### src/rtl/core/pidl_pkg.sv
package pidl_pkg;

    localparam int DEPTH_DEF = 16;
    localparam int DATA_W    = 32;
    localparam int POS_W     = 5;
    localparam int CNT_OUT_W = 5;
    localparam int CMD_W     = 2;
    localparam int STAT_W    = 2;
    localparam int TDATA_W   = 40;

    localparam logic [CMD_W-1:0] CMD_INSERT = 2'd0;
    localparam logic [CMD_W-1:0] CMD_DELETE = 2'd1;
    localparam logic [CMD_W-1:0] CMD_READ   = 2'd2;

    localparam logic [STAT_W-1:0] ST_DONE  = 2'd0;
    localparam logic [STAT_W-1:0] ST_FULL  = 2'd1;
    localparam logic [STAT_W-1:0] ST_EMPTY = 2'd2;
    localparam logic [STAT_W-1:0] ST_RANGE = 2'd3;

    typedef struct packed {
        logic wr_en;
        logic rd_en;
    } mem_ctl_t;

endpackage

### src/rtl/core/pidl_mem.sv
module pidl_mem
    import pidl_pkg::*;
#(
    parameter int DEPTH = DEPTH_DEF,
    parameter int AW    = (DEPTH > 1) ? $clog2(DEPTH) : 1
) (
    input  logic              aclk,
    input  mem_ctl_t          ctl,
    input  logic [AW-1:0]     wr_addr,
    input  logic [DATA_W-1:0] wr_data,
    input  logic [AW-1:0]     rd_addr,
    output logic [DATA_W-1:0] rd_data
);

    logic [DATA_W-1:0] mem [DEPTH];
    logic [DATA_W-1:0] rd_data_reg;

    always_ff @(posedge aclk) begin
        if (ctl.wr_en) begin
            mem[wr_addr] <= wr_data;
        end
    end

    always_ff @(posedge aclk) begin
        if (ctl.rd_en) begin
            rd_data_reg <= mem[rd_addr];
        end
    end

    assign rd_data = rd_data_reg;

endmodule

### src/rtl/core/positional_insert_delete_list.sv
// channel | direction | tdata (low bit up)                      | tuser
// s_      | in        | value[31:0], position[36:32], zero fill | cmd[1:0]
// m_      | out       | read_value[31:0], count[36:32], zero fill | status[1:0]
//
// an insert moves each entry from the tail down to the position up by one, then
// writes the value; a delete moves each entry after the position down by one; a
// read is one ram read; each moved entry is one read then one write of the list ram
// reset (aresetn low) empties the list; ram contents are not cleared
// a new item is taken while the previous result still waits on m_tready;
// a finished item holds in the sequencer until the output register is free
module positional_insert_delete_list
    import pidl_pkg::*;
#(
    parameter int DEPTH = DEPTH_DEF
) (
    input  logic               aclk,
    input  logic               aresetn,
    input  logic               s_tvalid,
    output logic               s_tready,
    input  logic [TDATA_W-1:0] s_tdata,  // value, position
    input  logic [CMD_W-1:0]   s_tuser,  // cmd
    output logic               m_tvalid,
    input  logic               m_tready,
    output logic [TDATA_W-1:0] m_tdata,  // read_value, count
    output logic [STAT_W-1:0]  m_tuser   // status
);

    localparam int AW   = (DEPTH > 1) ? $clog2(DEPTH) : 1;
    localparam int CW   = $clog2(DEPTH + 1);
    localparam int CMPW = (CW > POS_W) ? CW : POS_W;

    localparam logic [2:0] S_IDLE = 3'd0;
    localparam logic [2:0] S_RD   = 3'd1;
    localparam logic [2:0] S_WR   = 3'd2;
    localparam logic [2:0] S_PUT  = 3'd3;
    localparam logic [2:0] S_FIN  = 3'd4;

    logic [2:0]        state_reg, state_next;
    logic [CW-1:0]     count_reg, count_next;
    logic [CMPW-1:0]   idx_reg, idx_next;
    logic [CMPW-1:0]   pos_reg, pos_next;
    logic [CMD_W-1:0]  cmd_reg, cmd_next;
    logic [DATA_W-1:0] value_reg, value_next;
    logic [STAT_W-1:0] stat_reg, stat_next;
    logic [DATA_W-1:0] rdv_reg, rdv_next;
    logic              mv_reg, mv_next;
    logic [DATA_W-1:0] mdata_reg, mdata_next;
    logic [CNT_OUT_W-1:0] mcnt_reg, mcnt_next;
    logic [STAT_W-1:0] mstat_reg, mstat_next;

    logic [CMPW-1:0]   cnt_ext, in_pos, idx_adj;
    logic              out_free;
    mem_ctl_t          mctl;
    logic [AW-1:0]     wr_addr, rd_addr;
    logic [DATA_W-1:0] wr_data, rd_data;

    assign cnt_ext  = CMPW'(count_reg);
    assign in_pos   = CMPW'(s_tdata[DATA_W +: POS_W]);
    assign idx_adj  = (cmd_reg == CMD_INSERT) ? idx_reg - 1'b1 : idx_reg + 1'b1;
    assign out_free = !mv_reg || m_tready;
    assign s_tready = (state_reg == S_IDLE);

    pidl_mem #(.DEPTH(DEPTH), .AW(AW)) u_mem (
        .aclk    (aclk),
        .ctl     (mctl),
        .wr_addr (wr_addr),
        .wr_data (wr_data),
        .rd_addr (rd_addr),
        .rd_data (rd_data)
    );

    always_comb begin
        state_next = state_reg;
        count_next = count_reg;
        idx_next   = idx_reg;
        pos_next   = pos_reg;
        cmd_next   = cmd_reg;
        value_next = value_reg;
        stat_next  = stat_reg;
        rdv_next   = rdv_reg;
        mv_next    = mv_reg && !m_tready;
        mdata_next = mdata_reg;
        mcnt_next  = mcnt_reg;
        mstat_next = mstat_reg;
        mctl       = '0;
        wr_addr    = idx_reg[AW-1:0];
        wr_data    = rd_data;
        rd_addr    = (cmd_reg == CMD_READ) ? idx_reg[AW-1:0] : idx_adj[AW-1:0];
        case (state_reg)
            S_IDLE: begin
                if (s_tvalid) begin
                    cmd_next   = s_tuser;
                    value_next = s_tdata[DATA_W-1:0];
                    pos_next   = in_pos;
                    rdv_next   = '0;
                    stat_next  = ST_RANGE;
                    state_next = S_FIN;
                    case (s_tuser)
                        CMD_INSERT: begin
                            if (cnt_ext >= CMPW'(DEPTH)) begin
                                stat_next = ST_FULL;
                            end else if (in_pos <= cnt_ext) begin
                                stat_next  = ST_DONE;
                                count_next = count_reg + 1'b1;
                                idx_next   = cnt_ext;
                                state_next = (in_pos == cnt_ext) ? S_PUT : S_RD;
                            end
                        end
                        CMD_DELETE: begin
                            if (count_reg == '0) begin
                                stat_next = ST_EMPTY;
                            end else if (in_pos < cnt_ext) begin
                                stat_next  = ST_DONE;
                                count_next = count_reg - 1'b1;
                                idx_next   = in_pos;
                                if (in_pos + 1'b1 < cnt_ext) begin
                                    state_next = S_RD;
                                end
                            end
                        end
                        CMD_READ: begin
                            if (count_reg == '0) begin
                                stat_next = ST_EMPTY;
                            end else if (in_pos < cnt_ext) begin
                                stat_next  = ST_DONE;
                                idx_next   = in_pos;
                                state_next = S_RD;
                            end
                        end
                        default: begin
                            stat_next = ST_RANGE;
                        end
                    endcase
                end
            end
            S_RD: begin
                mctl.rd_en = 1'b1;
                state_next = S_WR;
            end
            S_WR: begin
                case (cmd_reg)
                    CMD_INSERT: begin
                        mctl.wr_en = 1'b1;
                        idx_next   = idx_adj;
                        state_next = (idx_adj == pos_reg) ? S_PUT : S_RD;
                    end
                    CMD_DELETE: begin
                        mctl.wr_en = 1'b1;
                        idx_next   = idx_adj;
                        state_next = (idx_adj < cnt_ext) ? S_RD : S_FIN;
                    end
                    default: begin
                        rdv_next   = rd_data;
                        state_next = S_FIN;
                    end
                endcase
            end
            S_PUT: begin
                mctl.wr_en = 1'b1;
                wr_addr    = pos_reg[AW-1:0];
                wr_data    = value_reg;
                state_next = S_FIN;
            end
            S_FIN: begin
                if (out_free) begin
                    mv_next    = 1'b1;
                    mdata_next = rdv_reg;
                    mcnt_next  = cnt_ext[CNT_OUT_W-1:0];
                    mstat_next = stat_reg;
                    state_next = S_IDLE;
                end
            end
            default: begin
                state_next = S_IDLE;
            end
        endcase
    end

    always_ff @(posedge aclk) begin
        if (!aresetn) begin
            state_reg <= S_IDLE;
            count_reg <= '0;
            mv_reg    <= 1'b0;
        end else begin
            state_reg <= state_next;
            count_reg <= count_next;
            mv_reg    <= mv_next;
        end
    end

    always_ff @(posedge aclk) begin
        idx_reg   <= idx_next;
        pos_reg   <= pos_next;
        cmd_reg   <= cmd_next;
        value_reg <= value_next;
        stat_reg  <= stat_next;
        rdv_reg   <= rdv_next;
        mdata_reg <= mdata_next;
        mcnt_reg  <= mcnt_next;
        mstat_reg <= mstat_next;
    end

    assign m_tvalid = mv_reg;
    assign m_tdata  = {{(TDATA_W - DATA_W - CNT_OUT_W){1'b0}}, mcnt_reg, mdata_reg};
    assign m_tuser  = mstat_reg;

endmodule
### config.mk
export PLATFORM = sky130hd
export DESIGN_NAME = positional_insert_delete_list
export DESIGN_NICKNAME = d
export VERILOG_FILES = /design/src/rtl/core/pidl_pkg.sv /design/src/rtl/core/pidl_mem.sv /design/src/rtl/core/positional_insert_delete_list.sv
export SDC_FILE = /design/constraint.sdc
export NUM_CORES = 1
export LEC_CHECK = 0
export BUFFER_PORTS_ARGS = -buffer_cell sky130_fd_sc_hd__buf_4
export CORE_MARGIN = 4
export CORE_UTILIZATION = 45
export CTS_CLUSTER_DIAMETER = 80
export DETAILED_ROUTE_END_ITERATION = 12
export GPL_ROUTABILITY_DRIVEN = 0
export SLEW_MARGIN = 20
export SYNTH_ARGS = -nofsm -noshare
export SYNTH_HDL_FRONTEND = slang
export SYNTH_SLANG_ARGS = --single-unit
export TNS_END_PERCENT = 100
### constraint.sdc
create_clock -name aclk -period 3.75 [get_ports aclk]
set_input_delay 0.75 -clock aclk [delete_from_list [all_inputs] [get_ports aclk]]
set_output_delay 0.75 -clock aclk [all_outputs]
set_load 0.005 [all_outputs]
# After elaboration in Yosys (flattened, before gate mapping)
# Memories as Yosys holds them, arrays and structs flattened. A register that Yosys moved wholly into a read port is not among the register bits.
# Index checks and enable logic that the tools add are counted.
[classes]
addsub = 5
n_lt_le_gt_ge = 5
n_eq_ne = 23
mux = 47
n_reduce_logical = 18
[op_table]
columns = ["op", "count"]
rows = [
  ["32-bit two-way mux", 3],
  ["32-bit one-hot mux with 2 select lines", 1],
  ["5-bit two-way mux", 11],
  ["3-bit two-way mux", 10],
  ["5-bit one-hot mux with 2 select lines", 3],
  ["2-bit != test, second input constant", 8],
  ["5-bit by 1-bit adder with 5-bit output, second input constant", 3],
  ["5-bit < comparator", 3],
  ["3-bit one-hot mux with 5 select lines", 1],
  ["2-bit two-way mux", 6],
  ["5-bit equality test", 2],
  ["5-bit by 1-bit subtractor with 5-bit output, second input constant", 2],
  ["3-bit != test, second input constant", 3],
  ["3-bit one-hot mux with 3 select lines", 1],
  ["4-bit two-way mux", 2],
  ["8-bit AND reduction", 1],
  ["7-bit AND reduction", 1],
  ["3-bit by 2-bit equality test with 1-bit output, second input constant", 2],
  ["1-bit two-way mux", 6],
  ["3-bit by 2-bit != test with 1-bit output, second input constant", 2],
  ["3-bit one-hot mux with 2 select lines", 1],
  ["2-bit AND reduction", 3],
  ["5-bit >= comparator, second input constant", 1],
  ["5-bit less-or-equal comparator", 1],
  ["15 further kinds", 21],
]
[totals]
n_memories = 1
inputBits = 46
output_inout_bits = 44
ram_bits = 512
elab_cells = 111
reg_bits = 126
[mem_list]
columns = ["memory", "depth", "width", "rd", "rd_ports_with_merged_regs", "wr", "line_no", "text"]
rows = [
  ["u_mem.mem", 16, 32, 1, 1, 1, "pidl_mem.sv:15", "logic [DATA_W-1:0] mem [DEPTH];"],
]

# Logic depth before layout (Yosys ltp)
[depth]
depth_word = 8
ltp_mapped = 13
mapped_depth_nobuf = 12

# Cells and area by module
# From an unflattened synthesis, not the netlist that was laid out.
[hier_totals]
hier_cells = 1226
hier_area_um2 = 25828.5
[modules_own_cells]
columns = ["module", "area_each_um2", "instances", "seq_area_each_um2", "cells_per_inst"]
rows = [
  ["pidl_mem", 20155.6, 1, 16335.7, 838],
  ["positional_insert_delete_list", 5672.9, 1, 3693.5, 388],
]

# Worst setup path after synthesis
# OpenSTA, ideal clock, no wires.
[synth_timing]
path_kind = "register -> register"
from = "register state_reg[0]"
to = "register u_mem.rd_data_reg[0] (netlist: u_mem.rd_data[0]), read port of u_mem.mem (enable)"
required_time_ns = 3.280
setup_ns = 0.470
path_stages_with_launch = 3
setup_slack_ns = 0.295
path_buffers = 1
synth_period_minus_slack_ns = 3.455
t_arrival_ns = 2.985
cell_sequence = "dfxtp_1 > clkbuf_1 > nor3b_1"
[synth_via]
elab_chain_cells = 2
[synth_lines]
columns = ["item", "line_no", "text"]
rows = [
  ["start, declared", "positional_insert_delete_list.sv:38", "logic [2:0] state_reg, state_next;"],
  ["start signal, assigned", "positional_insert_delete_list.sv:185", "state_reg <= state_next;"],
  ["3-bit by 1-bit equality test with 1-bit output", "positional_insert_delete_list.sv:89", "case (state_reg)"],
  ["1-bit two-way mux", "positional_insert_delete_list.sv:89", ""],
  ["end, declared", "pidl_mem.sv:16", "logic [DATA_W-1:0] rd_data_reg;"],
]
# Every way passes these cells.
# A chain may end at the register's enable or synchronous reset.

# Worst setup path after layout
[layout_timing]
from = "register count_reg[3] (netlist: cnt_ext[3])"
to = "register idx_reg[1] (enable)"
[layout_via]
elab_chain_cells = 3
word_cells_on_any_way = 9
cone_classes = "order compare (3); eq/ne (4); reduce/logical (2)"
[layout_lines]
columns = ["item", "line_no", "text"]
rows = [
  ["start, declared", "positional_insert_delete_list.sv:39", "logic [CW-1:0] count_reg, count_next;"],
  ["start signal, assigned", "positional_insert_delete_list.sv:186", "count_reg <= count_next;"],
  ["5-bit less-or-equal comparator, or another cell as far along", "positional_insert_delete_list.sv:102", "end else if (in_pos <= cnt_ext) begin"],
  ["3-bit != test (no line) / 3-bit by 2-bit != test with 1-bit output (equally long branches)", "--", ""],
  ["8-bit AND reduction (no line) *", "--", ""],
  ["end signal, assigned", "positional_insert_delete_list.sv:192", "idx_reg <= idx_next;"],
  ["end, declared", "positional_insert_delete_list.sv:40", "logic [CMPW-1:0] idx_reg, idx_next;"],
]
# Every way passes the cells marked *; elsewhere a longest branch is shown, timed or not.

==> reports/qor.csv <==
metric,value,unit
layout cells sized above 1,29.8,%
Yosys warning count,0,
first-pass GRT wire length,85200,um
hold slack final,329,ps
R2R depth,8,
Rel. slew slack,29.0,%
initial drt markers,1162,
post-synth top area share,76.5,%
Logic pwr share,6.4,%
Layout area overhead,16.2,%
H-tree levels,3,
Worst Skew,24.5,ps
setup violators final,0,
clock group share of total power,42.0,%
antenna violations before repair,1,
largest cells by area after synthesis,"edfxtp_1 (76%), mux4_2 (11%), a22oi_1 (1.7%)",
max-slew violation count,0,
synthesized flop and latch total,670,
worst r2r src,cnt_ext[3],
leakage power,9.84,nW
P per Cell Area,535,nW/um2
Avg Synthesized Cell Area,21.0,um2
largest reg by FF count,u_mem.mem,
Most used DFF post-synth,edfxtp_1,
postcts setup bufs,0,
CTS Buffer Depth,3,
WP data required,3980,ps
Num CTS Buffers,71,
Yosys top cell by area,edfxtp_1,
worst vdd ir,0.000482,V
crit end category,flop,
outcome,"complete, no violations",
GRT Total Usage,18.9,%
global route overflow,0,
crit-path cells,"inv_1, ha_1, a21o_1, a21oi_1, a221oi_1, or2_2, or3_1, a21oi_1",
flop-to-flop setup slack,610,ps
CTS Sinks,670,
Final ANT Viol Nets,0,
Post-synth EDFFs,661,
final core utilization,53.2,%
Initial Utilization,45.8,%
Critical Path Source,cnt_ext[3],
die area,61600,um2
port bufs,83,
DP HPWL,30800,um
unrepaired setup endpoints after global routing,false,
R2R Path End,idx_reg[1],
Setup crit start kind,flop,
Cell variety after synth,54,
Core Region,56700,um2
MaxCap Viol Count,0,
CTS Root Buffer Type,clkbuf_16,
list of most frequent post-synthesis cells,"edfxtp_1 (661), mux4_2 (128), a22oi_1 (59)",
TritonRoute pass-1 iters,5,
antenna diode count,0,
Net Sw Frac,21.1,%
num rows,87,
asr flop ratio synth,0,%
internal power,12.7,mW
crit share post-route,83.7,%
largest net degree at the start of global routing,51,
wire length per cell,26.0,um
CTS tree,built,
"Top cell by count, worst path",a21oi_1,
crit path max fanout,5,
Fmax achieved,319,MHz
sequential share of power,51.5,%
number of global-route vias before repair,12993,
hold_buf cts,0,
Die W,248,um
die height,248,um
mapped cell area,25900,um2
via count,12467,
Setup TNS Final,0,ps
max reg flops,512,
min-delay worst type,input pin to flop,
I/O pin cnt,90,
insertion delay to the later sink of the worst-skew pair,600,ps
Worst-Margin Slew,1060,ps
Post-Route WL,57000,um
Psw,3.41,mW
slowest cell on the critical path,a21oi_1,
Placed Area,27900,um2
final hold viol count,0,
Final Instance Area,30200,um2
most numerous cell in the Yosys netlist,edfxtp_1,
DRC violations left,0,
critical path arrival,3370,ps
share of the yosys chip area belonging to registers,77.2,%
Post-CTS Resized,0,
clock-pin slew on the worst setup and hold paths,60,ps
Layout Nets,1454,
Crit Path Class,flop to flop,
crit path to,idx_reg[1],
"slowest stage delay, CP",500,ps
synthesized instance count,1236,
minimum clock period,3140,ps
drt via density,5.68,
==> cell families after synthesis <==
family / count (synthesis) / synth area share, %
fa+ha+maj: 24 / 1.19
simple gates: 162 / 3.16
buf+inv: 74 / 1.52
mux: 169 / 12.8
flops: 670 / 77.2
xor+xnor: 21 / 0.767
compound gates: 115 / 3.31
other cells: 1 / 0.0145
==> layout make-up <==
cell class	instances	area, um2
fill	4364	26600
sequential	670	20000
multi-input combinational	494	5690
clock buffer	92	1920
timing repair buffer	130	1180
tap	756	946
clock inverter	37	329
inverter	17	63.8
==> power by group through the flow <==
stage	clock network, mW	logic (mW)	registers [mW]
floorplan	0	0.724	8.45
CTS	6.94	1.06	8.31
finish	6.78	1.04	8.31
global route	7.29	1.13	8.31
global placement	0	1.04	8.47
detailed placement	0	1.06	8.47
==> per-layer routing <==
layer,vias up,part of all wire (%),wire [um],global-route usage [%]
li1,5386,-,-,-
met1,6613,44,25000,26.9
met2,402,49,27700,30.5
met3,66,6.0,3400,3.55
met4,0,1.6,912,4.95
met5,-,0,0,0
==> worst max-delay path, delay by kind of cell, from the launching register on <==
| family | cells | cell delay, ps |
|---|---|---|
| compound gates | 4 | 1180 |
| buf+inv | 1 | 140 |
| flops | 1 | 420 |
| fa+ha+maj | 1 | 310 |
| simple gates | 2 | 720 |
==> through the flow <==
step | power, mW | cells | worst slack (ps)
6_report | 16.1 | 2196 | 611
5_1_grt | 16.7 | 2196 | 388
4_1_cts | 16.3 | 2196 | 623
3_5_place_dp | 9.53 | 2067 | 327
3_3_place_gp | 9.51 | 2067 | 419
2_1_floorplan | 9.18 | 1238 | 295
==> worst min-delay path by stage <==
| stage | from | end | slack (ps) | cells after the start |
|---|---|---|---|---|
| after floorplan | stat_reg[0] | m_tuser[0] | 400 | 0 |
| after global placement | stat_reg[0] | m_tuser[0] | 400 | 0 |
| after detailed placement | rdv_reg[2] | mdata_reg[2] | 410 | 0 |
| after CTS | s_tdata[9] | value_reg[9] | 290 | 1 |
| after global routing | s_tdata[22] | value_reg[22] | 300 | 1 |
| final | s_tdata[30] | value_reg[30] | 330 | 1 |
==> cells in the final DEF, fill, tap and decap left out, types with 7 or more instances in the layout <==
cell type / netlist / routed
nor2_1: 36 / 19
mux4_2: 128 / 128
dfxtp_1: 9 / 9
inv_1: 17 / 16
mux2_2: 33 / 33
xnor2_1: 15 / 14
edfxtp_1: 661 / 661
clkinv_1: 0 / 14
mux2i_1: 8 / 7
a21oi_1: 12 / 12
clkbuf_1: 24 / 18
buf_4: 16 / 114
o21ai_0: 8 / 8
clkbuf_16: 0 / 74
clkinv_2: 0 / 11
a31oi_1: 7 / 7
and2_1: 34 / 33
buf_12: 0 / 16
a22oi_1: 59 / 59
nand2_1: 55 / 54
ha_1: 23 / 23
nor2_4: 4 / 21
Note: power is estimated with default switching activity, not from simulation.
